### src/rtl/battery_level_median_slew_filter_assert.svh
// Assertion macros shared by the battery level filter modules.
`ifndef BATTERY_LEVEL_MEDIAN_SLEW_FILTER_ASSERT_SVH
`define BATTERY_LEVEL_MEDIAN_SLEW_FILTER_ASSERT_SVH

// Check a same-cycle implication on the rising clock edge, off during reset.
`define BLMSF_ASSERT_NOW(label, ante, cons, msg) \
  label: assert property (@(posedge clk) disable iff (rst) (ante) |-> (cons)) \
    else $error(msg);

// Check an implication that lands in the next cycle, off during reset.
`define BLMSF_ASSERT_NEXT(label, ante, cons, msg) \
  label: assert property (@(posedge clk) disable iff (rst) (ante) |=> (cons)) \
    else $error(msg);

`endif

### src/rtl/blmsf_pkg.sv
// Shared constants, types and helpers of the battery level filter.
package blmsf_pkg;

  // Sample ring geometry
  localparam int SAMPLE_DEPTH = 8;
  localparam int SLOT_W = (SAMPLE_DEPTH > 1) ? $clog2(SAMPLE_DEPTH) : 1;
  localparam int CNT_W  = $clog2(SAMPLE_DEPTH + 1);

  // Level and time widths
  localparam int LVL_W  = 7;
  localparam int BIT_W  = 3;
  localparam int TIME_W = 63;
  localparam int HOLD_W = 32;
  localparam logic [LVL_W-1:0] LVL_MAX = 7'd100;

  // Command codes
  typedef enum logic [1:0] {
    CMD_RECORD = 2'd0,
    CMD_WAKE   = 2'd1,
    CMD_UNPLUG = 2'd2,
    CMD_FULL   = 2'd3
  } cmd_t;

  // Configuration register indexes
  localparam logic REG_UNPLUG_HOLD = 1'b0;
  localparam logic REG_WAKE_SETTLE = 1'b1;

  // Control from the sequencer to the rank unit
  typedef struct packed {
    logic wr;
    logic start;
  } rank_ctl_t;

  // True when now falls inside a no-drop window opened at stored
  function automatic logic in_window(input logic [TIME_W-1:0] now,
                                     input logic [TIME_W-1:0] stored,
                                     input logic [HOLD_W-1:0] len);
    logic [TIME_W:0] diff;
    diff = {1'b0, now} - {1'b0, stored};
    in_window = (stored != '0) &&
                (diff[TIME_W] || (diff[TIME_W-1:0] < {{(TIME_W-HOLD_W){1'b0}}, len}));
  endfunction

endpackage

### src/rtl/blmsf_rank.sv
// Sample ring and bitwise median search unit, one result bit per cycle.
module blmsf_rank import blmsf_pkg::*; (
  input  logic             clk,
  input  logic             rst,
  input  rank_ctl_t        ctl,
  input  logic [LVL_W-1:0] wr_data,
  output logic [LVL_W-1:0] median,
  output logic             done
);

  logic [LVL_W-1:0]  ring [SAMPLE_DEPTH];
  logic [SLOT_W-1:0] write_slot;
  logic [CNT_W-1:0]  fill_count;
  logic [LVL_W-1:0]  ans;
  logic [BIT_W-1:0]  bit_idx;
  logic              busy;
  logic [LVL_W-1:0]  trial;
  logic [CNT_W-1:0]  below;
  logic [CNT_W-1:0]  rank_k;

  // Count held samples below the trial value
  always_comb begin
    trial  = ans | (LVL_W'(1) << bit_idx);
    rank_k = fill_count >> 1;
    below  = '0;
    for (int i = 0; i < SAMPLE_DEPTH; i++) begin
      if ((CNT_W'(i) < fill_count) && (ring[i] < trial)) begin
        below = below + CNT_W'(1);
      end
    end
  end

  // Write the ring; no reset, entries past fill_count are never counted
  always_ff @(posedge clk) begin
    if (ctl.wr) begin
      ring[write_slot] <= wr_data;
    end
  end

  // Advance ring pointers and step the search
  always_ff @(posedge clk) begin
    if (rst) begin
      write_slot <= '0;
      fill_count <= '0;
      busy       <= 1'b0;
      done       <= 1'b0;
      bit_idx    <= '0;
      ans        <= '0;
    end else begin
      done <= 1'b0;
      if (ctl.wr) begin
        write_slot <= (write_slot == SLOT_W'(SAMPLE_DEPTH - 1)) ? '0 : write_slot + 1'b1;
        if (fill_count < CNT_W'(SAMPLE_DEPTH)) begin
          fill_count <= fill_count + 1'b1;
        end
      end
      if (ctl.start) begin
        busy    <= 1'b1;
        ans     <= '0;
        bit_idx <= BIT_W'(LVL_W - 1);
      end else if (busy) begin
        if (below <= rank_k) begin
          ans <= trial;
        end
        if (bit_idx == '0) begin
          busy <= 1'b0;
          done <= 1'b1;
        end else begin
          bit_idx <= bit_idx - 1'b1;
        end
      end
    end
  end

  assign median = ans;

  `include "battery_level_median_slew_filter_assert.svh"

  `BLMSF_ASSERT_NOW(a_median_range, done, median <= LVL_MAX, "median above full scale")

endmodule

### src/rtl/battery_level_median_slew_filter.sv
// Battery level filter: upper median over recent samples, then a one-step slew.
//
// Input channel: in_valid / in_stall carry one command beat (cmd, time_ms,
// sample_pct, woke_from_sleep, retained_ok, saved_pct, flag). Output
// channel: out_valid / out_stall carry one result beat (display_level,
// clamped_level) for every command. Configuration: cfg_we writes cfg_data
// into the register at cfg_index (0 unplug hold, 1 wake settle); the user must
// do so only while idle, as the block does not enforce it.
// A record command runs two window checks on the shared 63-bit subtract/compare
// (unplug window, then wake window) while the bitwise median search, started
// with the first check, finds one result bit per cycle over all held samples;
// the slew update follows once the search is done. Other commands go straight
// to their result. One command is worked on at a time; in_stall stays high
// from acceptance until the result is loaded into the output register.
//
// A finished result waits in the output register while out_stall is high;
// the next command is taken meanwhile, and its result waits until the slot
// frees. Reset clears the ring fill, the time stamps, the latch and shows -1.
module battery_level_median_slew_filter import blmsf_pkg::*; (
  input  logic                     clk,
  input  logic                     rst,
  input  logic                     in_valid,
  output logic                     in_stall,
  input  logic [1:0]               cmd,
  input  logic [TIME_W-1:0]        time_ms,
  input  logic signed [15:0]       sample_pct,
  input  logic                     woke_from_sleep,
  input  logic                     retained_ok,
  input  logic signed [15:0]       saved_pct,
  input  logic                     flag,
  output logic                     out_valid,
  input  logic                     out_stall,
  output logic signed [7:0]        display_level,
  output logic signed [7:0]        clamped_level,
  input  logic                     cfg_we,
  input  logic                     cfg_index,
  input  logic [HOLD_W-1:0]        cfg_data
);

  typedef enum logic [4:0] {
    S_IDLE = 5'b00001,
    S_WIN0 = 5'b00010,
    S_WIN1 = 5'b00100,
    S_WAIT = 5'b01000,
    S_FIN  = 5'b10000
  } state_t;

  state_t            state, state_next;
  logic [HOLD_W-1:0] unplug_hold;
  logic [HOLD_W-1:0] wake_settle;
  logic [TIME_W-1:0] wake_time;
  logic [TIME_W-1:0] unplug_time;
  logic              full_latch;
  logic signed [7:0] shown_level;
  logic              shown_valid;
  logic signed [7:0] last_clamped;
  logic [TIME_W-1:0] cur_time;
  logic              use_ret;
  logic [LVL_W-1:0]  ret_lvl;
  logic              is_record;
  logic              hold;

  logic              in_acc;
  logic              fire;
  logic [LVL_W-1:0]  clamp_val;
  logic              ret_in_range;
  rank_ctl_t         rank_ctl;
  logic [LVL_W-1:0]  rank_median;
  logic              rank_done;
  logic              win_hit;
  logic signed [7:0] tgt;
  logic signed [7:0] base;
  logic signed [7:0] lim;
  logic signed [7:0] shown_next;

  assign in_stall = (state != S_IDLE);
  assign in_acc   = in_valid && !in_stall;
  assign fire     = (state == S_FIN) && (!out_valid || !out_stall);

  // Clamp the raw level and qualify the retained level
  always_comb begin
    if (sample_pct[15]) begin
      clamp_val = '0;
    end else if (sample_pct > 16'sd100) begin
      clamp_val = LVL_MAX;
    end else begin
      clamp_val = sample_pct[LVL_W-1:0];
    end
    ret_in_range = !saved_pct[15] && (saved_pct <= 16'sd100);
  end

  // Drive the rank unit: write on a record beat, search the next cycle
  always_comb begin
    rank_ctl.wr    = in_acc && (cmd_t'(cmd) == CMD_RECORD);
    rank_ctl.start = (state == S_WIN0);
  end

  blmsf_rank u_rank (
    .clk     (clk),
    .rst     (rst),
    .ctl     (rank_ctl),
    .wr_data (clamp_val),
    .median  (rank_median),
    .done    (rank_done)
  );

  // Shared window check: unplug window first, then wake window
  always_comb begin
    if (state == S_WIN0) begin
      win_hit = in_window(cur_time, unplug_time, unplug_hold);
    end else begin
      win_hit = in_window(cur_time, wake_time, wake_settle);
    end
  end

  // Pick the first shown value, hold off drops, then step one
  always_comb begin
    tgt  = full_latch ? $signed({1'b0, LVL_MAX}) : $signed({1'b0, rank_median});
    if (shown_valid) begin
      base = shown_level;
    end else if (use_ret) begin
      base = $signed({1'b0, ret_lvl});
    end else begin
      base = tgt;
    end
    lim = (hold && (tgt < base)) ? base : tgt;
    if (lim > base) begin
      shown_next = base + 8'sd1;
    end else if (lim < base) begin
      shown_next = base - 8'sd1;
    end else begin
      shown_next = base;
    end
  end

  // Sequencer
  always_comb begin
    state_next = state;
    case (state)
      S_IDLE: begin
        if (in_acc) begin
          state_next = (cmd_t'(cmd) == CMD_RECORD) ? S_WIN0 : S_FIN;
        end
      end
      S_WIN0: state_next = S_WIN1;
      S_WIN1: state_next = S_WAIT;
      S_WAIT: begin
        if (rank_done) begin
          state_next = S_FIN;
        end
      end
      S_FIN: begin
        if (fire) begin
          state_next = S_IDLE;
        end
      end
      default: state_next = S_IDLE;
    endcase
  end

  // Control and filter state
  always_ff @(posedge clk) begin
    if (rst) begin
      state        <= S_IDLE;
      unplug_hold  <= '0;
      wake_settle  <= '0;
      wake_time    <= '0;
      unplug_time  <= '0;
      full_latch   <= 1'b0;
      shown_level  <= -8'sd1;
      shown_valid  <= 1'b0;
      last_clamped <= -8'sd1;
      out_valid    <= 1'b0;
    end else begin
      state     <= state_next;
      out_valid <= fire || (out_valid && out_stall);
      if (cfg_we) begin
        if (cfg_index == REG_UNPLUG_HOLD) begin
          unplug_hold <= cfg_data;
        end else if (cfg_index == REG_WAKE_SETTLE) begin
          wake_settle <= cfg_data;
        end
      end
      if (in_acc) begin
        case (cmd_t'(cmd))
          CMD_RECORD: last_clamped <= $signed({1'b0, clamp_val});
          CMD_WAKE:   wake_time    <= time_ms;
          CMD_UNPLUG: unplug_time  <= time_ms;
          CMD_FULL:   full_latch   <= flag;
          default:    full_latch   <= full_latch;
        endcase
      end
      if (fire && is_record) begin
        shown_level <= shown_next;
        shown_valid <= 1'b1;
      end
    end
  end

  // Hold the beat fields and window result while the item is worked on
  always_ff @(posedge clk) begin
    if (in_acc) begin
      cur_time  <= time_ms;
      use_ret   <= woke_from_sleep && retained_ok && ret_in_range;
      ret_lvl   <= saved_pct[LVL_W-1:0];
      is_record <= (cmd_t'(cmd) == CMD_RECORD);
    end
    if (state == S_WIN0) begin
      hold <= win_hit;
    end else if (state == S_WIN1) begin
      hold <= hold || win_hit;
    end
  end

  // Load the result beat
  always_ff @(posedge clk) begin
    if (fire) begin
      display_level <= is_record ? shown_next : shown_level;
      clamped_level <= last_clamped;
    end
  end

  `include "battery_level_median_slew_filter_assert.svh"

  `BLMSF_ASSERT_NOW(a_done_in_wait, rank_done, state == S_WAIT, "median done outside wait")
  `BLMSF_ASSERT_NEXT(a_fire_loads, fire, out_valid, "result not presented after load")
  `BLMSF_ASSERT_NOW(a_disp_range, out_valid, (display_level >= -8'sd1) && (display_level <= 8'sd100), "display level out of range")

endmodule
### config.mk
export PLATFORM = sky130hd
export DESIGN_NAME = battery_level_median_slew_filter
export DESIGN_NICKNAME = d
export VERILOG_FILES = /design/src/rtl/blmsf_pkg.sv /design/src/rtl/blmsf_rank.sv /design/src/rtl/battery_level_median_slew_filter.sv
export VERILOG_INCLUDE_DIRS = /design/src /design/src/rtl
export SDC_FILE = /design/constraint.sdc
export NUM_CORES = 1
export LEC_CHECK = 0
export BUFFER_PORTS_ARGS = -buffer_cell sky130_fd_sc_hd__buf_4
export CORE_MARGIN = 2
export CORE_UTILIZATION = 49
export DETAILED_ROUTE_END_ITERATION = 8
export HOLD_SLACK_MARGIN = 0.1
export PLACE_DENSITY = 0.66
export SYNTH_ARGS = -nofsm -noshare
export SYNTH_HDL_FRONTEND = slang
export SYNTH_HIERARCHICAL = 1
export SYNTH_SLANG_ARGS = --single-unit
### constraint.sdc
create_clock -name clk -period 9.6 [get_ports clk]
set_input_delay 0.96 -clock clk [delete_from_list [all_inputs] [get_ports clk]]
set_output_delay 0.96 -clock clk [all_outputs]
set_load 0.05 [all_outputs]
# ---- Word-level counts from Yosys, hierarchy flattened
# Memories as Yosys holds them, arrays and structs flattened.
# Cells that the tools add are included.
dict set report classes {
  magnitude_cmp 25
  n_mux 35
  shift 1
  n_addsub 14
  reduce_logical 47
  n_bitwise 4
  n_eq_ne 14
}
# operator count
set ops {}
lappend ops {{$sub A63 B63 Y64} 2}
lappend ops {{$lt A63 B32 Y1} 2}
lappend ops {{$reduce_bool A63 Y1} 2}
lappend ops {{$lt A7 B7 Y1} 8}
lappend ops {{$mux W8} 5}
lappend ops {{$add A4 B1 Y4 const B} 8}
lappend ops {{$mux W4} 7}
lappend ops {{$mux W7} 4}
lappend ops {{$pmux W5 S5} 1}
lappend ops {{$mux W5} 4}
lappend ops {{$reduce_and A2 Y1} 10}
lappend ops {{$logic_and A1 B1 Y1} 19}
lappend ops {{$gt A16 B8 Y1 const B} 1}
lappend ops {{$le A16 B8 Y1 const B} 1}
lappend ops {{$lt A3 B4 Y1 const A} 4}
lappend ops {{$lt A8 B8 Y1} 2}
lappend ops {{$mux W3} 4}
lappend ops {{$mux W1} 10}
lappend ops {{$add A8 B2 Y8 const B} 1}
lappend ops {{$gt A8 B8 Y1} 1}
lappend ops {{$lt A1 B4 Y1 const A} 2}
lappend ops {{$lt A2 B4 Y1 const A} 2}
lappend ops {{$sub A8 B2 Y8 const B} 1}
lappend ops {{$or A7 B7 Y7} 1}
lappend ops {{25 further kinds} 38}
dict set report word_totals {
  ram_bits 56
  word_cells 165
  memories 1
  in_bits 138
  ff_bits 322
}
# memory depth word_bits read_ports rd_clocked_by_memory_dff wr line_no
set mem_list {}
lappend mem_list {u_rank.ring 8 7 8 0 1 blmsf_rank.sv:11} ;# logic [LVL_W-1:0] ring [SAMPLE_DEPTH];

# ---- Logic depth before layout (Yosys ltp)
dict set report depth {
  word_depth 21
  mapped_depth 34
}

# ---- Cells and area by module
# Netlist, hierarchy kept.
# module area_per_inst_um2 seq_area_each_um2 instances cells_per_inst
set modules_own_cells {}
lappend modules_own_cells {battery_level_median_slew_filter 21809.7 6956.7 1 2886}
lappend modules_own_cells {blmsf_rank 4251.6 2062.0 1 356}

# ---- Worst setup path before layout
# OpenSTA, ideal clock, no wires.
dict set report synth_path {
  kind {register to register}
  from {register u_rank.bit_idx[0]}
  to {register u_rank.ans[0], in the netlist u_rank/median[0]}
  arrival_ps 6537
  required_time_ps 9483
  synth_period_minus_slack_ps 6654
  path_stages_with_launch 32
  setup_slack_ps 2946
  path_buffers 1
  cell_sequence {dfxtp_1 -> clkbuf_4 -> inv_1 -> a31oi_1 -> ha_1 -> a21oi_1 -> nor2b_1 -> o21ai_0 -> nand2b_1 -> maj3_1 -> a221oi_1 -> ha_1 -> inv_1 -> xnor2_1 -> ha_1 -> nand2_1 -> nand2_1 -> ha_1 -> nor2_1 -> a31oi_1 -> ha_1 -> mux2_2 -> ha_1 -> mux2_2 -> ha_1 -> mux2_2 -> ha_1 -> a21o_1 -> a21oi_1 -> a31oi_1 -> nor2_1 -> a32o_2}
}
dict set report synth_between {
  elab_chain_cells 21
  word_cells_on_any_way 35
  classes_between {add/sub: 7; order compare: 9; shift: 1; mux: 8; bitwise: 1; reduce/logical: 9}
}
# item line_no
set synth_rtl {}
lappend synth_rtl {{start: declaration} blmsf_rank.sv:15} ;# logic [BIT_W-1:0] bit_idx;
lappend synth_rtl {{start signal: assignment} blmsf_rank.sv:60} ;# bit_idx <= BIT_W'(LVL_W - 1);
lappend synth_rtl {{start signal: assignment} blmsf_rank.sv:69} ;# bit_idx <= bit_idx - 1'b1;
lappend synth_rtl {{$shl A1 B3 Y7 *} blmsf_rank.sv:23} ;# trial = ans | (LVL_W'(1) << bit_idx);
lappend synth_rtl {{$or A7 B7 Y7 *} blmsf_rank.sv:23}
lappend synth_rtl {{$lt A7 B7 Y1} blmsf_rank.sv:27} ;# if ((CNT_W'(i) < fill_count) && (ring[i] < trial)) begin
lappend synth_rtl {{$logic_and A1 B1 Y1} blmsf_rank.sv:27}
lappend synth_rtl {{$mux W1} blmsf_rank.sv:27}
lappend synth_rtl {{$add A4 B1 Y4} blmsf_rank.sv:28} ;# below = below + CNT_W'(1);
lappend synth_rtl {{$mux W4} blmsf_rank.sv:27}
lappend synth_rtl {{$add A4 B1 Y4} blmsf_rank.sv:28}
lappend synth_rtl {{(+5 left out)} -}
lappend synth_rtl {{$add A4 B1 Y4} blmsf_rank.sv:28}
lappend synth_rtl {{$mux W4} blmsf_rank.sv:27}
lappend synth_rtl {{$add A4 B1 Y4} blmsf_rank.sv:28}
lappend synth_rtl {{$mux W4} blmsf_rank.sv:27}
lappend synth_rtl {{$add A4 B1 Y4} blmsf_rank.sv:28}
lappend synth_rtl {{$mux W4} blmsf_rank.sv:27}
lappend synth_rtl {{$le A4 B3 Y1} blmsf_rank.sv:62} ;# if (below <= rank_k) begin
lappend synth_rtl {{$reduce_and A2 Y1 (no line)} -}
lappend synth_rtl {{end signal: assignment} blmsf_rank.sv:63} ;# ans <= trial;
lappend synth_rtl {{end: declaration} blmsf_rank.sv:14} ;# logic [LVL_W-1:0] ans;
# Every way passes the cells marked *; elsewhere a longest branch is shown, timed or not.
# A chain may end at the register's enable or synchronous reset.

# ---- Worst setup path in the final report
dict set report layout_path {
  from {register u_rank.bit_idx[0]}
  to {register u_rank.ans[4], in the netlist u_rank/median[4]}
}
# Same word-level chain as after synthesis.

==> impl_results.md <==
- Synth Area per Inst: 8.04 um2
- Min Tclk post-route: 7260 ps
- Mapped Cells: 3242
- CTS tree: yes
- DR WL/cell: 21.2 um
- Synth warn: 6
- Setup repair after global routing missed its margin: false
- Core area: 52600 um2
- Critical path arrival: 7750 ps
- Vias in the first global route: 22.9k
- Syn_nets: 3631
- Post-synth cell types: 107
- Starting Density: 49.6%
- WS Path Type: reg2reg
- Slowest-stage cell, CP: dfxtp_1
- Clock Sinks: 378
- Sequential area share after synthesis: 34.6%
- Clock buffer depth: 3
- EDFF count, synth: 145
- Met2 Wirelength: 38.4 mm
- Hold path cells: 0
- Worst Path Max Fanout: 12
- Vias: 24.3k
- Reg2reg end: u_rank/median[4]
- PortBufs: 155
- Setup violators final: 0
- Total Wirelength: 85.6 mm
- Final Instance Count excl. Fillers: 4036
- Synthesized area: 26100 um2
- CP peak stage delay: 580 ps
- First drt pass iteration count: 8
- Final Net Count: 3701
- Fin area: 29100 um2
- Final max-slew violation count: 0
- Critical Path Most Common Cell: ha_1
- Die ar.: 55000 um2
- Via density: 6.02
- Max-slew headroom: 14.7%
- Clock Latency Late Sink: 590 ps
- GRT Total Usage: 30.2%
- Antenna Nets Post-Route: 0
- Hold endpoint: clamped_level[5]
- Clock Skew: 31.1 ps
- CTS Root Cell: clkbuf_16
- CTS clk-pin slew, worst paths: 60 ps
- Critical path capture point type: flip-flop
- H-tree levels: 2
- Slew @ Worst Pin: 1280 ps
- Largest net degree at the start of global routing: 88
- Hold Fails Final Rpt: 0
- Placed cell area: 27600 um2
- Worst Hold Class: reg2reg
- Max Used Layer: met5
- Share of layout cells above drive strength 1: 8.97%
- Drt drc: 0
- Post-cts resize count: 0
- Hold path startpoint: last_clamped[5]
- Dpl cells: 3956
- Die Y: 235 um
- Status: complete, no violations
- Global-route wire length before repair: 132 mm
- Post-Route M1 WL: 38.1 mm
- Fin Setup TNS: 0 ps
- Die X: 235 um
- Required @ worst endpoint: 10090 ps
- Ys flop type: dfxtp_1
- Synthesis-stage register bit count: 378
- Final Cycle Share: 75.7%
- Worst setup SP type: flip-flop
- Area Overhead vs Synth: 11.5%
- PwrDens: 161 nW/um2
- Post-CTS setup buffers: 0
- Asr flop ratio synth: 0%
- Peak supply drop: 162 uV
- F_max: 0.138 GHz
- Initial antenna violation count: 3
- RD Place Congestion: 1.04
- Grt ovf: 0
- Met3 WL: 6.67 mm
- Max cap viols: 0
- P_leak: 10.7 nW
- CTS Buf Count: 42
- Reg-to-Reg Start: u_rank/bit_idx[0]
- Dpl hpwl: 67.7 mm
- Reg-to-reg slack, setup: 2340 ps
- Io pins: 156
- Reg2Reg Depth: 31
- Hold-fix buffer count after cts: 0
- Num rows: 84
- Initial DRC Count: 2300
-- routing by layer --
metal	vias up	GRT usage [%]
met4	2	8.38
met2	945	48.1
met3	131	4.78
met5	-	0
met1	11511	42.4
li1	11709	-
-- registers in the layout, summed over array words and instances, names as in the netlist, 4 cells and up --
signal / cells
clamped_level: 8
cur_time: 63
wake_settle: 32
u_rank/ring: 56
u_rank/fill_count: 4
wake_time: 63
ret_lvl: 7
display_level: 8
last_clamped: 8
shown_level: 8
unplug_time: 63
unplug_hold: 32
u_rank/median: 7
state: 5
-- cells in the final DEF (no fill, tap or decap), types with 53 or more instances in the layout --
master / n
xnor2_1: 66
buf_4: 168
ha_1: 249
edfxtp_1: 145
o21ai_0: 107
nor2_1: 192
nand4_1: 68
dfxtp_1: 233
nor4_1: 55
inv_1: 262
a21o_1: 53
nand3_1: 57
a21oi_1: 410
nor3_1: 60
nand2_1: 592
-- metrics by stage --
stage	hold WS, ps	worst slack [ps]	power, mW	utilization (%)
global route	432	1830	4.91	55.3
detailed placement	419	2360	3.03	52.6
global placement	416	2470	3.01	52.6
CTS	428	2340	4.69	55.3
floorplan	408	2950	2.64	-
finish	431	2340	4.68	55.3
-- kinds of logic after synthesis --
logic type,after synthesis,share of synthesized area [%]
AND/OR/NAND/NOR,1175,20.6
flip-flops,378,34.6
buffers and inverters,406,6.01
multiplexers,33,1.33
AO/OA/AOI/OAI,883,21.2
XOR/XNOR,111,3.98
adder cells (fa/ha/maj),256,12.3
-- report_power, final --
part / internal (mW) / total, mW / switching (mW)
sequential: 1.73 / 1.80 / 0.0663
combinational: 0.458 / 1.22 / 0.764
clock: 0.961 / 1.66 / 0.699
-- worst max-delay path: cells and delay by family (launching register included) --
kind                       cells  cell delay (ps)
AOI/OAI and AO/OA              9             1970
xor gates and xnor gates       1              120
adders and majority gates      8             2390
buffers and inverters          1              110
DFF                            1              580
muxes                          3              820
and+or+nand+nor                9             1160
-- how the worst max path moves through the flow --
stage | startpoint | to | slack, ps | cells past startpoint
finish | u_rank/bit_idx[0] | u_rank/median[4] | 2340 | 31
CTS | u_rank/bit_idx[0] | u_rank/median[4] | 2340 | 31
global route | u_rank/bit_idx[0] | u_rank/median[4] | 1830 | 31
detailed placement | u_rank/bit_idx[0] | u_rank/median[4] | 2360 | 31
global placement | u_rank/bit_idx[0] | u_rank/median[0] | 2470 | 31
floorplan | u_rank/bit_idx[0] | u_rank/median[0] | 2950 | 31
-- synth_stat cells, types with 55 or more instances --
master	count	share of area, %
nor2_1	192	2.8
inv_1	263	3.8
a21oi_1	411	7.9
nand3_1	57	1.1
o21ai_0	107	2.1
nor4_1	55	1.3
ha_1	249	12
edfxtp_1	145	17
nand4_1	68	1.6
nor3_1	60	1.2
xnor2_1	66	2.2
clkbuf_1	130	1.9
nand2_1	592	8.5
dfxtp_1	233	18
-- layout make-up --
class / count / area (um2)
Timing Repair Buffer: 169 / 1270
Sequential cell: 378 / 9020
Clock buffer: 54 / 1150
Fill cell: 4939 / 23500
Antenna cell: 3 / 7.51
Inverter: 263 / 988
Tap cell: 688 / 861
Clock inverter: 23 / 277
Multi-Input combinational cell: 2458 / 15500
Power figures use the tool's default switching activity.
